`src/rtl/rps_pkg.sv`:
```
// ----------------------------------------------------------------------------
// rps_pkg
// Shared types and constants for the reflow profile sequencer.
// ----------------------------------------------------------------------------
package rps_pkg;

    localparam int MAX_STEPS_DEF = 6;
    localparam int TPS_DEF       = 1000;

    // Register map
    localparam int NUM_CFG_STEPS = 6;
    localparam int CFG_ADDR_W    = 6;
    localparam int CFG_DATA_W    = 64;
    localparam logic [2:0] REG_STEP_COUNT = 3'd6;

    localparam int TEMP_W    = 12;
    localparam int ELAPSED_W = 27;
    localparam logic [ELAPSED_W-1:0] ELAPSED_MAX = '1;

    // Request kinds on the input stream
    localparam logic [1:0] REQ_TICK    = 2'd0;
    localparam logic [1:0] REQ_START   = 2'd1;
    localparam logic [1:0] REQ_ADVANCE = 2'd2;

    // One profile step, same bit layout as the step registers
    typedef struct packed {
        logic [15:0]       hold;
        logic [7:0]        rate;
        logic [TEMP_W-1:0] target;
    } t_step;

    typedef struct packed {
        logic [2:0]                     count;
        t_step [NUM_CFG_STEPS-1:0]      step;
    } t_cfg;

    localparam logic [35:0] STEP0_RST = 36'd31523216;
    localparam logic [35:0] STEP1_RST = 36'd63046352;
    localparam logic [2:0]  COUNT_RST = 3'd2;
    localparam logic [2:0]  PRESET_LEN = 3'd3;

    function automatic t_step preset_step(input logic [2:0] idx);
        t_step s;
        s = '0;
        case (idx)
            3'd0: begin
                s.target = 12'd600;
                s.rate   = 8'd16;
                s.hold   = 16'd60;
            end
            3'd1: begin
                s.target = 12'd920;
                s.rate   = 8'd32;
                s.hold   = 16'd30;
            end
            3'd2: begin
                s.target = 12'd100;
                s.rate   = 8'd32;
                s.hold   = 16'd0;
            end
            default: s = '0;
        endcase
        return s;
    endfunction

endpackage

```
`src/rtl/reflow_profile_sequencer.sv`:
```
// ----------------------------------------------------------------------------
// reflow_profile_sequencer
// Walks a heater through a temperature profile with on/off control.
// ----------------------------------------------------------------------------
// Channel      | Direction | Handshake                | Carries
// s_axis       | in        | tvalid/tready            | tick, start or advance request
// m_axis       | out       | tvalid/tready            | heater, setpoint, phase, step, temp
// APB          | in        | psel/penable, pready = 1 | step table and step count
//
// A request is held in the input register and then resolved into the output
// register; one request per cycle is sustained while the output is not stalled.
// The ramp offset is kept as a running quotient/remainder of rate*elapsed/
// (4*ticks) so no divider sits in the path. Reset is synchronous.
// The input register keeps accepting while a result waits in the output
// register; a stalled output backs up into the input only once both are full.
// ----------------------------------------------------------------------------
module reflow_profile_sequencer import rps_pkg::*; #(
    parameter int MAX_MANUAL_STEPS = MAX_STEPS_DEF,
    parameter int TICKS_PER_SECOND = TPS_DEF
) (
    input  logic                  i_clk,
    input  logic                  i_rst_n,
    input  logic                  s_axis_tvalid,
    output logic                  s_axis_tready,
    // [11:0] temp_sample, [12] sample_valid, [13] use_manual, [14] auto_advance
    input  logic [15:0]           s_axis_tdata,
    // [1:0] req_type
    input  logic [1:0]            s_axis_tuser,
    output logic                  m_axis_tvalid,
    input  logic                  m_axis_tready,
    // [0] heater_on, [12:1] setpoint, [14:13] phase, [17:15] step_number,
    // [29:18] temperature
    output logic [31:0]           m_axis_tdata,
    input  logic                  psel,
    input  logic                  penable,
    input  logic                  pwrite,
    input  logic [CFG_ADDR_W-1:0] paddr,
    input  logic [CFG_DATA_W-1:0] pwdata,
    output logic                  pready,
    output logic [CFG_DATA_W-1:0] prdata
);

    typedef enum logic [1:0] {
        PH_IDLE = 2'd0,
        PH_RAMP = 2'd1,
        PH_HOLD = 2'd2,
        PH_WAIT = 2'd3
    } t_phase;

    localparam int DIV      = 4 * TICKS_PER_SECOND;
    localparam int RW       = $clog2(DIV);
    localparam int QW       = 13;
    localparam int TPS_W    = $clog2(TICKS_PER_SECOND + 1);
    localparam int HW       = 16 + TPS_W;
    localparam int CW       = (HW > ELAPSED_W) ? HW : ELAPSED_W;
    localparam logic [RW:0]   DIV_W   = (RW + 1)'(DIV);
    localparam logic [QW:0]   Q_SAT   = (QW + 1)'(4096);
    localparam logic [2:0]    MAX_W   = 3'(MAX_MANUAL_STEPS);
    localparam logic [TPS_W-1:0] TPS_V = TPS_W'(TICKS_PER_SECOND);

    t_cfg cfg;

    rps_cfg_regs u_regs (
        .i_clk   (i_clk),
        .i_rst_n (i_rst_n),
        .psel    (psel),
        .penable (penable),
        .pwrite  (pwrite),
        .paddr   (paddr),
        .pwdata  (pwdata),
        .pready  (pready),
        .prdata  (prdata),
        .o_cfg   (cfg)
    );

    // rate / DIV and rate % DIV for every 8-bit rate, settled at elaboration
    logic [7:0]    rate_q_tbl [256];
    logic [RW-1:0] rate_r_tbl [256];

    for (genvar k = 0; k < 256; k++) begin : g_rate_tbl
        localparam int KQ = k / DIV;
        localparam int KR = k % DIV;
        assign rate_q_tbl[k] = 8'(KQ);
        assign rate_r_tbl[k] = RW'(KR);
    end

    // Input register
    logic        r_in_valid;
    logic [1:0]  r_in_req;
    logic [11:0] r_in_sample;
    logic        r_in_sv;
    logic        r_in_man;
    logic        r_in_auto;

    // Sequencer state
    t_phase            r_phase, n_phase;
    logic [2:0]        r_step, n_step;
    logic [2:0]        r_len, n_len;
    logic              r_man, n_man;
    logic              r_auto, n_auto;
    logic [11:0]       r_temp, n_temp;
    logic [11:0]       r_start, n_start;
    logic [ELAPSED_W-1:0] r_elapsed, n_elapsed;
    logic [QW-1:0]     r_acc_q, n_acc_q;
    logic [RW-1:0]     r_acc_r, n_acc_r;
    logic [11:0]       r_sp, n_sp;
    logic              r_heater, n_heater;
    logic              snap_load;
    t_step             r_snap [MAX_MANUAL_STEPS];

    logic              r_out_valid;
    logic [31:0]       r_out_data;

    logic              proceed;
    t_step             cur;
    logic [2:0]        man_len;
    logic [11:0]       temp_new;
    logic [2:0]        step_inc;
    logic              last_step;
    logic              el_inc;
    logic [RW:0]       r_sum;
    logic              carry;
    logic [QW:0]       q_sum;
    logic [QW-1:0]     q_new;
    logic [HW-1:0]     hold_ticks;
    logic              reached;
    logic              near;
    logic              fin;
    logic              go_next;

    assign proceed       = r_in_valid && (!r_out_valid || m_axis_tready);
    assign s_axis_tready = !r_in_valid || proceed;
    assign m_axis_tvalid = r_out_valid;
    assign m_axis_tdata  = r_out_data;

    always_ff @(posedge i_clk) begin
        if (!i_rst_n) begin
            r_in_valid <= 1'b0;
        end else if (s_axis_tready) begin
            r_in_valid <= s_axis_tvalid;
        end
    end

    always_ff @(posedge i_clk) begin
        if (s_axis_tready && s_axis_tvalid) begin
            r_in_req    <= s_axis_tuser;
            r_in_sample <= s_axis_tdata[11:0];
            r_in_sv     <= s_axis_tdata[12];
            r_in_man    <= s_axis_tdata[13];
            r_in_auto   <= s_axis_tdata[14];
        end
    end

    // Active step: snapshot of the manual table, or the preset
    always_comb begin
        cur = '0;
        if (r_man) begin
            for (int i = 0; i < MAX_MANUAL_STEPS; i++) begin
                if (r_step == 3'(i)) begin
                    cur = r_snap[i];
                end
            end
        end else begin
            cur = preset_step(r_step);
        end
    end

    assign man_len   = (cfg.count > MAX_W) ? MAX_W : cfg.count;
    assign temp_new  = ((r_in_req == REQ_TICK || r_in_req == REQ_START) && r_in_sv)
                       ? r_in_sample : r_temp;
    assign step_inc  = r_step + 3'd1;
    assign last_step = (step_inc >= r_len);
    assign el_inc    = (r_elapsed != ELAPSED_MAX);

    // Running ramp offset: one more rate per tick, folded by DIV
    assign r_sum = {1'b0, r_acc_r} + {1'b0, rate_r_tbl[cur.rate]};
    assign carry = (r_sum >= DIV_W);
    assign q_sum = {1'b0, r_acc_q} + (QW + 1)'(rate_q_tbl[cur.rate]) + (QW + 1)'(carry);
    assign q_new = (q_sum > Q_SAT) ? Q_SAT[QW-1:0] : q_sum[QW-1:0];

    assign hold_ticks = HW'(cur.hold) * HW'(TPS_V);

    always_comb begin
        n_phase   = r_phase;
        n_step    = r_step;
        n_len     = r_len;
        n_man     = r_man;
        n_auto    = r_auto;
        n_temp    = r_temp;
        n_start   = r_start;
        n_elapsed = r_elapsed;
        n_acc_q   = r_acc_q;
        n_acc_r   = r_acc_r;
        n_sp      = r_sp;
        n_heater  = r_heater;
        snap_load = 1'b0;
        reached   = 1'b0;
        near      = 1'b0;
        fin       = 1'b0;
        go_next   = 1'b0;

        case (r_in_req)
            REQ_TICK: begin
                n_temp = temp_new;
                if (el_inc) begin
                    n_elapsed = r_elapsed + ELAPSED_W'(1);
                end
                case (r_phase)
                    PH_RAMP: begin
                        if (el_inc) begin
                            n_acc_q = q_new;
                            n_acc_r = carry ? RW'(r_sum - DIV_W) : r_sum[RW-1:0];
                        end
                        if (cur.target > r_start) begin
                            reached = ((QW + 1)'(r_start) + (QW + 1)'(n_acc_q))
                                      >= (QW + 1)'(cur.target);
                            n_sp    = reached ? cur.target : r_start + n_acc_q[11:0];
                        end else begin
                            reached = (n_acc_q >= QW'(r_start - cur.target));
                            n_sp    = reached ? cur.target : r_start - n_acc_q[11:0];
                        end
                        near = (temp_new >= cur.target) ? (temp_new - cur.target < 12'd8)
                                                        : (cur.target - temp_new < 12'd8);
                        if (reached && near) begin
                            if (cur.hold != 16'd0) begin
                                n_phase   = PH_HOLD;
                                n_elapsed = '0;
                            end else begin
                                fin = 1'b1;
                            end
                        end
                    end
                    PH_HOLD: begin
                        n_sp = cur.target;
                        fin  = (CW'(n_elapsed) >= CW'(hold_ticks));
                    end
                    PH_WAIT: begin
                        n_sp = cur.target;
                    end
                    default: begin
                        n_heater = 1'b0;
                        n_sp     = '0;
                    end
                endcase
                if (fin) begin
                    if (r_auto) begin
                        go_next = 1'b1;
                    end else begin
                        n_phase = PH_WAIT;
                    end
                end
            end
            REQ_START: begin
                n_temp = temp_new;
                if (!(r_in_man && man_len == 3'd0)) begin
                    snap_load = r_in_man;
                    n_len     = r_in_man ? man_len : PRESET_LEN;
                    n_man     = r_in_man;
                    n_auto    = r_in_auto;
                    n_step    = '0;
                    n_start   = temp_new;
                    n_elapsed = '0;
                    n_acc_q   = '0;
                    n_acc_r   = '0;
                    n_phase   = PH_RAMP;
                end
            end
            REQ_ADVANCE: begin
                go_next = (r_phase != PH_IDLE);
            end
            default: begin
                n_phase = r_phase;
            end
        endcase

        if (go_next) begin
            n_step = step_inc;
            if (last_step) begin
                n_phase  = PH_IDLE;
                n_heater = 1'b0;
                n_sp     = '0;
            end else begin
                n_start   = temp_new;
                n_elapsed = '0;
                n_acc_q   = '0;
                n_acc_r   = '0;
                n_phase   = PH_RAMP;
            end
        end

        // On/off rule; on an advancing tick it still sees the old setpoint
        if (r_in_req == REQ_TICK && n_phase != PH_IDLE) begin
            if ({1'b0, temp_new} + 13'd4 < {1'b0, n_sp}) begin
                n_heater = 1'b1;
            end else if ({1'b0, temp_new} > {1'b0, n_sp} + 13'd2) begin
                n_heater = 1'b0;
            end
        end
    end

    always_ff @(posedge i_clk) begin
        if (!i_rst_n) begin
            r_phase     <= PH_IDLE;
            r_step      <= '0;
            r_len       <= '0;
            r_man       <= 1'b0;
            r_auto      <= 1'b0;
            r_temp      <= '0;
            r_start     <= '0;
            r_elapsed   <= '0;
            r_acc_q     <= '0;
            r_acc_r     <= '0;
            r_sp        <= '0;
            r_heater    <= 1'b0;
            r_out_valid <= 1'b0;
            r_out_data  <= '0;
        end else begin
            if (proceed) begin
                r_phase    <= n_phase;
                r_step     <= n_step;
                r_len      <= n_len;
                r_man      <= n_man;
                r_auto     <= n_auto;
                r_temp     <= n_temp;
                r_start    <= n_start;
                r_elapsed  <= n_elapsed;
                r_acc_q    <= n_acc_q;
                r_acc_r    <= n_acc_r;
                r_sp       <= n_sp;
                r_heater   <= n_heater;
                r_out_data <= {2'b00, n_temp, n_step, 2'(n_phase), n_sp, n_heater};
            end
            if (proceed) begin
                r_out_valid <= 1'b1;
            end else if (m_axis_tready) begin
                r_out_valid <= 1'b0;
            end
        end
    end

    always_ff @(posedge i_clk) begin
        if (proceed && snap_load) begin
            for (int i = 0; i < MAX_MANUAL_STEPS; i++) begin
                r_snap[i] <= cfg.step[i];
            end
        end
    end

endmodule

```
`src/rtl/rps_cfg_regs.sv`:
```
// ----------------------------------------------------------------------------
// rps_cfg_regs
// APB register file: six manual step registers and the manual step count.
// ----------------------------------------------------------------------------
module rps_cfg_regs import rps_pkg::*; (
    input  logic                  i_clk,
    input  logic                  i_rst_n,
    input  logic                  psel,
    input  logic                  penable,
    input  logic                  pwrite,
    input  logic [CFG_ADDR_W-1:0] paddr,
    input  logic [CFG_DATA_W-1:0] pwdata,
    output logic                  pready,
    output logic [CFG_DATA_W-1:0] prdata,
    output t_cfg                  o_cfg
);

    localparam t_cfg CFG_RST = {COUNT_RST, {(NUM_CFG_STEPS-2){36'd0}}, STEP1_RST, STEP0_RST};

    t_cfg       r_cfg;
    logic [2:0] reg_idx;
    logic       wr_en;

    assign reg_idx = paddr[CFG_ADDR_W-1:3];
    assign wr_en   = psel && penable && pwrite;
    assign pready  = 1'b1;
    assign o_cfg   = r_cfg;

    always_ff @(posedge i_clk) begin
        if (!i_rst_n) begin
            r_cfg <= CFG_RST;
        end else if (wr_en) begin
            for (int i = 0; i < NUM_CFG_STEPS; i++) begin
                if (reg_idx == 3'(i)) begin
                    r_cfg.step[i] <= pwdata[35:0];
                end
            end
            if (reg_idx == REG_STEP_COUNT) begin
                r_cfg.count <= pwdata[2:0];
            end
        end
    end

    always_comb begin
        prdata = '0;
        for (int i = 0; i < NUM_CFG_STEPS; i++) begin
            if (reg_idx == 3'(i)) begin
                prdata = CFG_DATA_W'(r_cfg.step[i]);
            end
        end
        if (reg_idx == REG_STEP_COUNT) begin
            prdata = CFG_DATA_W'(r_cfg.count);
        end
    end

endmodule
```
`config.mk`:
```
export PLATFORM = sky130hd
export DESIGN_NAME = reflow_profile_sequencer
export DESIGN_NICKNAME = d
export VERILOG_FILES = /design/src/rtl/rps_pkg.sv /design/src/rtl/reflow_profile_sequencer.sv /design/src/rtl/rps_cfg_regs.sv
export SDC_FILE = /design/constraint.sdc
export NUM_CORES = 2
export LEC_CHECK = 0
export BUFFER_PORTS_ARGS = -buffer_cell sky130_fd_sc_hd__buf_4
export CAP_MARGIN = 0
export CORE_MARGIN = 8
export CORE_UTILIZATION = 35
export DETAILED_ROUTE_END_ITERATION = 16
export PLACE_DENSITY = 0.48
export SLEW_MARGIN = 10
export SYNTH_ARGS = -nofsm -noshare
export SYNTH_HDL_FRONTEND = slang
export SYNTH_SLANG_ARGS = --single-unit
```
`constraint.sdc`:
```
create_clock -name i_clk -period 39.1 [get_ports i_clk]
set_input_delay 7.82 -clock i_clk [delete_from_list [all_inputs] [get_ports i_clk]]
set_output_delay 7.82 -clock i_clk [all_outputs]
set_load 0.03 [all_outputs]
```
==> run summary <==
status: completed
CP max FO: 42
Crit Path Class: input pin to primary output
antenna-violating nets left: 0
Max Freq: 54.26 MHz
largest net degree at the start of global routing: 120
Clock Latency Late Sink: 0.65 ns
Post-CTS Setup Bufs: 0
commonest cells after routing, fill and taps aside: nand2_1, a21oi_1, dfxtp_1
total number of vias: 26,646
Avg WL per Cell: 21.94 um
max_cap viols: 0
Peak VDD IR: 0.03054 mV
H-tree depth: 3
most common cell after layout, fill and taps aside: nand2_1
Gate Count Post-Synth: 3,611
first-pass GRT wire length: 165,100 um
CTS sink cnt: 553
num rows: 112
Synth async-reset ratio: 0%
Detail Placement HPWL: 73,250 um
Hold Fails Final Rpt: 0
gr usage total: 20.62%
Worst slew margin: 17.55%
register area share after synthesis: 41.08%
proportion of layout cells with a drive suffix above 1: 10.49%
min-delay src: u_regs.o_cfg[168]$_SDFFE_PN0P_
fin nets: 4,031
CP max-delay cell: buf_4
# resized after CTS: 0
initial antenna violation count: 5
Placer Congestion: 0.8805
Initial Util: 35.12%
CTS Root Cell: clkbuf_16
sw power: 0.3772 mW
number of flops mapped to enable cells by yosys: 233
Max stage delay on crit path: 0.67 ns
Reg power frac: 43.2%
hold buffers post-CTS: 0
Die Width: 321.3 um
Post-Route Setup TNS: 0 ns
syn_area_per_cell: 9.036 um2
Worst Path Arrival: 10.61 ns
CTS tree: yes
Worst Max-Slew Pin Slew: 1.234 ns
switch share: 26.75%
CP endpoint kind: primary output
Primary FF master, synth: dfxtp_1
fin crit share: 47.14%
M2 GR Usage: 34.68%
Vias per Instance: 5.358
reg2reg start: r_step[1]$_SDFFE_PN0P_
mapped cell area: 32,630 um2
drt pass-1 iters: 5
Worst path most repeated cell: buf_4
die area: 103,300 um2
critical path, cell by cell: buf_4 > buf_4 > a211oi_1 > o32a_1 > o21ba_2 > a211oi_1 > buf_4
largest area contributor in the netlist: edfxtp_1
worst path bufs/invs: 3
area fraction of the dominant cell type after synthesis: 21.44%
post-synthesis register bit count: 553
detailed-route DRC error count: 0
PortBufs: 130
Setup crit start: paddr[5]
clk_skew: 0.04890 ns
Total Power: 1.410 mW
Global Route met3 Usage: 2.853%
CP Launch Type: input pin
vias in the first global route: 26,376
top post-synthesis cells by area: edfxtp_1, dfxtp_1, ha_1
combinational fraction of design power: 11.0%
io pins: 194
Leak: 14.70 nW
CTS clk-pin slew, worst paths: 0.06 ns
Fin Hold WS: 0.4460 ns
Worst path top cell family by delay: buffers and inverters
Core ar.: 92,910 um2
Longest Clk Path Bufs: 3
met1 usage: 27.44%
P_int: 1.033 mW
GRT overflow: 0
RSZ-0062 raised after global routing: no
power per cell area: 37.99 nW/um2
1st-iter DRT viols: 1,778
synthesis-to-layout area growth: 13.78%
post-layout min period: 18.43 ns
gr busiest metal: met2
TritonCTS Buffers: 67
synthesis warning total: 0
die height: 321.3 um
hold crit path type: flop to flop
wirelength, routed: 109,100 um
library cells used by synthesis: 92
Clock power frac: 45.8%
Setup violations, final: 0
count of final max-slew check failures: 0
Worst Path Required: 31.28 ns
path summary, 6_finish.rpt:
path | cells after the start | endpoint | slack (ns)
setup / recovery | 7 | prdata[0] | 20.67
hold reg to reg | 0 | r_snap[4][24]$_DFFE_PP_ | 0.45
setup reg to reg | 63 | m_axis_tdata[0]$_SDFFE_PN0P_ | 22.48
hold / removal | 0 | r_snap[4][24]$_DFFE_PP_ | 0.45
cell families (layout without fill, tap and decap cells):
family / Yosys count / count (layout) / share of synthesized area (%)
and+or+nand+nor: 1198 / 1198 / 16.32
AOI/OAI and AO/OA: 967 / 967 / 19.07
DFF: 553 / 553 / 41.08
buffers and inverters: 388 / 465 / 4.889
adders and majority gates: 274 / 274 / 11.84
muxes: 123 / 123 / 3.930
xor gates and xnor gates: 106 / 106 / 2.845
other: 2 / 33 / 0.02302
state kept, by name, summed over array words and instances, names as in the netlist:
| register | cells |
|---|---|
| r_phase | 1 |
| r_snap | 216 |
| u_regs.o_cfg | 219 |
| r_auto | 1 |
| r_len | 3 |
| r_acc_q | 13 |
| r_in_man | 1 |
| r_in_valid | 1 |
| r_in_sample | 12 |
| r_start | 12 |
| r_man | 1 |
| r_acc_r | 12 |
| r_step | 2 |
| r_temp | 12 |
| m_axis_tvalid | 1 |
| r_sp | 11 |
| r_in_req | 2 |
| m_axis_tdata | 4 |
| r_elapsed | 27 |
| r_in_auto | 1 |
| r_in_sv | 1 |
synthesized netlist by cell type, types with 20 or more instances:
master / count
nand2b_1: 25
nor3_1: 52
inv_1: 141
nor2_1: 205
nand2_1: 650
o211ai_1: 36
nand3_1: 72
o21a_1: 26
o211a_1: 23
nand4_1: 31
edfxtp_1: 233
and2_1: 20
mux2_2: 21
a21o_1: 36
dfxtp_1: 320
a221oi_1: 42
xor2_1: 33
clkbuf_1: 187
o21ai_0: 165
ha_1: 216
xnor2_1: 73
and3_1: 25
o311ai_0: 24
nor2b_1: 34
a21oi_1: 362
mux2i_1: 100
a22oi_1: 50
fa_1: 58
buf_4: 33
a211oi_1: 44
power groups by stage:
stage	sequential (mW)	combinational, mW	clock, mW
floorplan	0.622	0.105	0
global placement	0.622	0.154	0
detailed placement	0.622	0.155	0
CTS	0.609	0.156	0.659
global route	0.610	0.171	0.681
finish	0.609	0.155	0.646
metrics by stage:
step	setup WS [ns]	utilization [%]	instances	cell area, um2
after detailed placement	20.64	37.51	4847	34850
after global routing	20.58	39.96	4973	37130
after floorplan	21.46	-	3640	32740
after CTS	20.64	39.96	4971	37120
final	20.67	39.96	4973	37130
after global placement	20.66	37.51	4847	34850
cell type report:
class	instances	area (um2)
clock buffers	84	1800
well taps	1254	1569
repair buffers	197	1479
fillers	9417	55780
diodes	2	5.005
inverters	144	555.5
multi-input cells	2699	17850
flip-flops and latches	553	13400
clock inverters	40	467.9
routing by layer:
metal	wire, um	share of wire, %
met5	41	0.038
met4	3033	2.8
met3	5147	4.7
met2	51360	47
met1	49530	45
worst register-to-register path, delay by kind of cell (launching register included):
| kind | cells | cell delay, ns |
|---|---|---|
| AO/OA/AOI/OAI | 28 | 6.87 |
| AND/OR/NAND/NOR | 14 | 3.98 |
| adder cells (fa/ha/maj) | 9 | 2.60 |
| buffers and inverters | 7 | 1.41 |
| multiplexers | 2 | 0.62 |
| XOR/XNOR | 3 | 0.58 |
| flip-flops | 1 | 0.43 |
Power figures use the tool's default switching activity.
